## src/rtl/msfm_pkg.sv

```systemverilog
// ----------------------------------------------------------------------------
// msfm_pkg
// Shared types and constants of the masked SAD frame matcher.
// ----------------------------------------------------------------------------
package msfm_pkg;

  localparam int PIXEL_COUNT_BITS = 24;
  localparam int CHAN_W           = 8;
  localparam int SUM_W            = 32;
  localparam int FRAC_W           = 4;
  localparam int SCORE_W          = 12;
  localparam int DIVIDEND_W       = SUM_W + FRAC_W;
  localparam int STEP_W           = $clog2(DIVIDEND_W);
  localparam int CHAN_SUM_W       = CHAN_W + 2;

  // floor(t / 3) for t <= 765 as (t * 683) >> 11
  localparam int DIV3_MUL         = 683;
  localparam int DIV3_SHIFT       = 11;
  localparam int DIV3_PROD_W      = CHAN_SUM_W + 10;

  localparam logic [SCORE_W-1:0] SCORE_MAX       = '1;
  localparam logic [SCORE_W-1:0] THRESHOLD_RESET = SCORE_W'(96);

  localparam int APB_ADDR_W = 3;
  localparam int APB_DATA_W = 32;

  typedef enum logic {
    REG_COLOR_MODE = 1'b0,
    REG_THRESHOLD  = 1'b1
  } reg_index_t;

  typedef enum logic {
    MODE_RGB  = 1'b0,
    MODE_LUMA = 1'b1
  } color_mode_t;

  typedef enum logic [1:0] {
    ST_ACCUM,
    ST_DIVIDE,
    ST_HOLD
  } state_t;

endpackage

```

## src/rtl/msfm_divider.sv

```systemverilog
// ----------------------------------------------------------------------------
// msfm_divider
// Restoring divider, one quotient bit per cycle, quotient saturated to score.
// ----------------------------------------------------------------------------
module msfm_divider import msfm_pkg::*; #(
  parameter int CountW = PIXEL_COUNT_BITS + 1
) (
  input  logic                  clk,
  input  logic                  rst,
  input  logic                  start,
  input  logic [DIVIDEND_W-1:0] dividend,
  input  logic [CountW-1:0]     divisor,
  output logic                  done,
  output logic [SCORE_W-1:0]    quotient
);

  logic                  busy;
  logic [STEP_W-1:0]     step;
  logic [DIVIDEND_W-1:0] dvd;
  logic [CountW-1:0]     dsr;
  logic [CountW-1:0]     rem;
  logic [SCORE_W-1:0]    quo;
  logic                  sat;

  logic [CountW:0]       trial;
  logic                  fits;
  logic [CountW:0]       diff;

  // shift in the next dividend bit and try the subtract
  always_comb begin
    trial = {rem, dvd[DIVIDEND_W-1]};
    diff  = trial - {1'b0, dsr};
    fits  = trial >= {1'b0, dsr};
  end

  always_ff @(posedge clk) begin
    if (rst) begin
      busy <= 1'b0;
      done <= 1'b0;
      step <= '0;
    end else begin
      // flag the cycle after the last step
      done <= ~start & busy & (step == STEP_W'(DIVIDEND_W - 1));
      if (start) begin
        busy <= 1'b1;
        step <= '0;
      end else if (busy) begin
        step <= step + STEP_W'(1);
        if (step == STEP_W'(DIVIDEND_W - 1)) begin
          busy <= 1'b0;
        end
      end
    end
  end

  always_ff @(posedge clk) begin
    if (start) begin
      dvd <= dividend;
      dsr <= divisor;
      rem <= '0;
      quo <= '0;
      sat <= 1'b0;
    end else if (busy) begin
      dvd <= {dvd[DIVIDEND_W-2:0], 1'b0};
      rem <= fits ? diff[CountW-1:0] : trial[CountW-1:0];
      quo <= {quo[SCORE_W-2:0], fits};
      // any bit pushed past the top of the score saturates it
      sat <= sat | quo[SCORE_W-1];
    end
  end

  assign quotient = sat ? SCORE_MAX : quo;

endmodule

```

## config.mk

```make
export PLATFORM = sky130hd
export DESIGN_NAME = msfm_divider
export DESIGN_NICKNAME = d
export VERILOG_FILES = /design/src/rtl/msfm_pkg.sv /design/src/rtl/msfm_divider.sv
export SDC_FILE = /design/constraint.sdc
export NUM_CORES = 1
export LEC_CHECK = 0
export ABC_AREA = 1
export BUFFER_PORTS_ARGS = -buffer_cell sky130_fd_sc_hd__buf_2
export CAP_MARGIN = 20
export CORE_MARGIN = 8
export CORE_UTILIZATION = 30
export DETAILED_ROUTE_END_ITERATION = 10
export GPL_ROUTABILITY_DRIVEN = 1
export PLACE_DENSITY_LB_ADDON = 0.2
export SLEW_MARGIN = 0
export SYNTH_ARGS = -nofsm -noshare
export SYNTH_HDL_FRONTEND = slang
export SYNTH_SLANG_ARGS = --single-unit
```

## constraint.sdc

```tcl
create_clock -name clk -period 2.71 [get_ports clk]
set_clock_uncertainty 0.05 [all_clocks]
set_input_delay 0 -clock clk [delete_from_list [all_inputs] [get_ports clk]]
set_output_delay 0 -clock clk [all_outputs]
set_load 0.01 [all_outputs]
```

* Yosys cells after proc, flatten, opt, wreduce, memory -nomap -nowiden
Cells that the tools add are included.
** Storage, ports and cells
- Logic and storage cells :: 25
- Input port bits :: 64
- Register bits after elaboration :: 107
- Output and inout port bits :: 13
** Cells by class
- Equal/unequal tests :: 1
- Add/subtract/negate cells :: 2
- Bitwise operators :: 4
- Order comparisons :: 1
- Reductions and logical operators :: 2
- Mux-type cells :: 7
** Operators by type and width (number)
- $mux W36 :: 2
- $ge A26 B25 Y1 :: 1
- $mux W25 :: 1
- $sub A25 B25 Y25 :: 1
- $mux W12 :: 1
- $add A6 B1 Y6 const B :: 1
- $eq A6 B6 Y1 const B :: 1
- $mux W1 :: 3
- $and A1 B1 Y1 :: 2
- $reduce_bool A2 Y1 :: 1
- $reduce_or A2 Y1 :: 1
- $not A1 Y1 :: 1
- $or A1 B1 Y1 :: 1

* Longest topological paths before layout
- Word-level depth :: 4
- Gate-level depth with buffers :: 15
- Depth with buffers taken out :: 15

* Worst setup path after synthesis
No wires, ideal clock.
- Kind :: register to register
- From :: reg busy
- To :: reg dvd[0], enable pin
- Slack :: 403 ps
- Period minus slack after synthesis :: 2307 ps
- Path buffers :: 1
- Arrival :: 1843 ps
- Setup time :: 414 ps
- Stages on the path, launching flop included :: 4
- Data required time :: 2246 ps
- Cell sequence :: dfxtp_1 -> nor2_1 -> inv_1 -> buf_1
** On the way
- Word-level cells in the longest chain between the ends :: 1
** Ends and longest elaborated chain
- start, declared :: RTL line msfm_divider.sv:17 : logic busy;
- start signal, assigned :: RTL line msfm_divider.sv:38 : busy <= 1'b0;
- start signal, assigned :: RTL line msfm_divider.sv:45 : busy <= 1'b1;
- start signal, assigned :: RTL line msfm_divider.sv:50 : busy <= 1'b0;
- $reduce_bool A2 Y1 (no source line)
- end signal, assigned :: RTL line msfm_divider.sv:58 : dvd <= dividend;
- end signal, assigned :: RTL line msfm_divider.sv:64 : dvd <= {dvd[DIVIDEND_W-2:0], 1'b0};
- end, declared :: RTL line msfm_divider.sv:19 : logic [DIVIDEND_W-1:0] dvd;
No other way between the ends.
A chain may end at the register's enable or synchronous reset.

* Final worst setup path
- From :: reg dvd[35]
- To :: reg rem[4]
** On the way
- Word-level cells in the longest chain between the ends :: 2
- Elaborated cells between the ends (all ways) :: 3
- Those cells by class :: add/sub (1); order compare (1); mux (1)
** Ends and longest elaborated chain
- $sub A25 B25 Y25 / $ge A26 B25 Y1 (equally long branches) :: RTL line msfm_divider.sv:32, msfm_divider.sv:33
- $mux W25 * :: RTL line msfm_divider.sv:65 : rem <= fits ? diff[CountW-1:0] : trial[CountW-1:0];
- end signal, assigned :: RTL line msfm_divider.sv:65
- end, declared :: RTL line msfm_divider.sv:21 : logic [CountW-1:0] rem;
Mark *: on every way between the ends. The rest lies on a longest branch, timed or not.

==> summary.md <==
| Metric | Value |
|---|---|
| Reg2reg end | `rem[4]$_SDFFE_PP0P_` |
| Flip-flop and latch count after synthesis | `107` |
| DRT Wirelength | `17,000 um` |
| CP Data Required Time | `2.90 ns` |
| Ratio of cells with drive above 1 in the final layout | `0.150` |
| Fmax | `430 MHz` |
| Worst-path maximum fanout | `12` |
| Violated checks | `negative hold slack` |
| DR WL/cell | `approximately 13 um` |
| Arrival time at the worst endpoint | `2.51 ns` |
| Clk slew on worst S/H paths | `0.08 ns` |
| I/O pins | `77` |
| Core Util, Final | `0.381` |
| CTS tree | `yes` |
| Via count | `5,519` |
| Crit path from | `dvd[35]$_DFFE_PP_` |
| Fraction of post-synthesis cell area in the top cell type by area | `0.290` |
| Psw | `just under 0.001 W` |
| Worst Hold Path Cells | `3` |
| Clk buf depth | `2` |
| Routed Antenna Nets | `0` |
| Fin crit share | `0.858` |
| Outcome | `complete, but fails checks` |
| Area contributors post-synth | `edfxtp_1, nand2_1, dfxtp_1, inv_1, ha_1` |
| HP Class | `primary input to flip-flop` |
| Number of remaining DRC errors | `0` |
| Max-cap violations | `0` |
| FF-to-FF path depth | `11` |
| PostCTS Resize Cnt | `0` |
| Share of total power in sequential cells | `0.504` |
| Fraction of registers with async set or reset after synthesis | `0` |
| Syn nets | `roughly 940` |
| Total Nets Final | `1,081` |
| Worst R2R Start | `dvd[35]$_DFFE_PP_` |
| RSZ-0062 raised after global routing | `no` |
| Die Y-Extent | `161 um` |
| Slew Limit Fails | `0` |
| WS Path Type | `flip-flop to flip-flop` |
| Cell accounting for the most synthesized area | `edfxtp_1` |
| Relative max-transition margin | `0.543` |
| Setup Viol. Count Final | `0` |
| Clock Power Share | `0.372` |
| Leakage | `4.09 nW` |
| Synth Area in XOR/XNOR | `0.0125` |
| Switching share of power | `0.271` |
| Post-synthesis mux area share | `0` |
| Post-Syn Instances | `848` |
| Grt ovf | `0` |
| Hold WS | `-0.00104 ns` |
| Initial antenna violation count | `0` |
| N_diodes | `0` |
| YS warnings | `0` |
| Worst-Margin Slew | `a little under 0.7 ns` |
| GRT Resource Usage Total | `0.136` |
| Largest net degree at the start of global routing | `46` |
| PD cells | `about 460 nW/um2` |
| Synthesized area | `6320 um2` |
| Root buffer cell | `clkbuf_16` |
| Hold Violations, Final | `1` |
| Area delta synth->final | `25.6%` |
| I/O Buffers | `76` |
| GPL Wtd Cong | `0.929` |
| Avg Inst Size Synth | `7.46 um2` |
| Combinational fraction of design power | `0.124` |
| Clk Latency, worst-skew pair | `0.37 ns` |
| TritonCTS buffer count | `9` |
| Initial Util | `0.304` |
| List of most frequent post-synthesis cells | `nand2_1, inv_1, edfxtp_1` |
| H-tree depth | `3` |
| Vias in the first global route | `between 5,000 and 6,000` |
| Core area | `20,800 um2` |
| Post-Route Setup TNS | `0 ns` |
| Pint | `0.00267 W` |
| Initial DRC Count | `approximately 280` |
| Min-delay src | `start` |
| Largest family of logic cells by synthesized area | `simple AND/OR/NAND/NOR gates` |
| Synth unique cells | `37` |
| Worst Setup Start Kind | `flip-flop` |
| Post-CTS setup buffers | `0` |
| Filler instances | `2,253` |
| Count leader, synth | `nand2_1` |
| Period minus WS final | `2.33 ns` |
| Synth Area in Adders | `0.0546` |
| Routed vias/inst | `4.35` |
| Complex-gate fraction of the synthesized area | `0.0485` |
| IR drop worst, VDD | `0.000232 V` |
| Detail Placement HPWL | `12,700 um` |
| Clock Sinks | `107` |
| Register area share after synthesis | `0.435` |
| FP Rows | `53` |
| Post-synthesis simple-gate area fraction | `0.344` |
| Global-route wire length before repair | `between 20,000 and 30,000 um` |
| Die ar. | `26,000 um2` |
| Critical path endpoint category | `flip-flop` |
| Post-synth EDFFs | `61` |
| DRT Pass-1 Iters | `7` |
| Flop-to-flop setup slack | `0.38 ns` |
| Main synth FF type | `edfxtp_1` |
| Worst Hold End | `busy$_SDFF_PP0_` |
| Die W | `between 150 and 200 um` |
stage by stage:
step           hold slack (ns)  total power [W]  std cells  setup WS [ns]  area (um2)
2_1_floorplan           0.0290          0.00213        848          0.403        6320
3_3_place_gp             0.127          0.00228       1191          0.473        7010
3_5_place_dp             0.129          0.00228       1192          0.399        7020
4_1_cts                0.00991          0.00373       1270          0.379        7940
5_1_grt                 0.0232          0.00385       1270          0.187        7940
6_report              -0.00104          0.00367       1270          0.384        7940
cell usage in the layout, fill, tap and decap left out, types with 4 or more instances in the layout:
master / netlist / routed
xnor2_1: 9 / 9
nor2_1: 35 / 34
nor2_2: 4 / 5
nand3b_1: 4 / 4
nand2_2: 7 / 7
dfxtp_1: 46 / 46
nand3_2: 13 / 13
buf_4: 2 / 13
buf_2: 1 / 76
nand4_1: 8 / 8
ha_1: 26 / 26
a21oi_1: 19 / 19
o21ai_2: 5 / 5
dlygate4sd3_1: 0 / 62
nor3_1: 6 / 6
o21ai_0: 8 / 8
inv_1: 139 / 138
o22ai_1: 12 / 12
nand3_1: 53 / 53
nand2_1: 346 / 346
edfxtp_1: 61 / 61
o21bai_1: 4 / 4
clkbuf_16: 0 / 9
state kept, by name (all words and copies together) (netlist names):
register and count:
busy 1, done 1, dsr 25, dvd 36
quo 12, rem 25, sat 1, step 6
power by group through the flow:
stage | clock network (W) | registers [W] | logic (W)
floorplan | 0 | 0.00188 | 0.000257
global placement | 0 | 0.00188 | 0.000394
detailed placement | 0 | 0.00188 | 0.000393
CTS | 0.00142 | 0.00185 | 0.000464
global route | 0.00147 | 0.00186 | 0.000518
finish | 0.00136 | 0.00185 | 0.000456
worst max-delay path: stages (launching register included):
cell	delay, ns
edfxtp_1	0.37
inv_1	0.08
ha_1	0.15
inv_1	0.07
fa_1	0.43
nand3_1	0.12
nand3_2	0.15
nand3b_4	0.23
buf_4	0.26
nand3_1	0.10
nand3_1	0.09
o21ai_0	0.09
how the worst max path moves through the flow:
stage	endpoint	slack, ns	depth (start not counted)
global route	rem[24]$_SDFFE_PP0P_	0.19	13
global placement	rem[14]$_SDFFE_PP0P_	0.47	14
floorplan	dvd[0]$_SDFFCE_PN0P_	0.40	3
CTS	rem[4]$_SDFFE_PP0P_	0.38	11
detailed placement	rem[4]$_SDFFE_PP0P_	0.40	11
finish	rem[4]$_SDFFE_PP0P_	0.38	11
cells by family after synthesis:
logic type      after synthesis
simple gates                491
buf+inv                     162
compound gates               52
xor+xnor                      9
fa+ha+maj                    27
flops                       107
cell type report:
type                            instances  area, um2  share of cell area
Timing Repair Buffer                  151       1100               0.138
Multi-Input combinational cell        579       2910               0.366
Tap cell                              275        344              0.0433
Clock buffer                            9        225              0.0284
Inverter                              142        533              0.0671
Sequential cell                       107       2750               0.347
Clock inverter                          7       77.6             0.00977
timing repair:
action | CTS | global route
hold buffers | 62 | 0
endpoints found under the hold margin | 63 | 0
setup endpoints to repair | 0 | 0
layer usage:
metal / vias to the layer above / routed length (um) / GRT usage
met2: 109 / 7670 / 0.219
li1: 2950 / - / -
met5: - / 0 / 0
met1: 2442 / 8470 / 0.179
met3: 18 / 616 / 0.0298
met4: 0 / 274 / 0.0387
No activity file was read; power rests on OpenSTA's default activity.
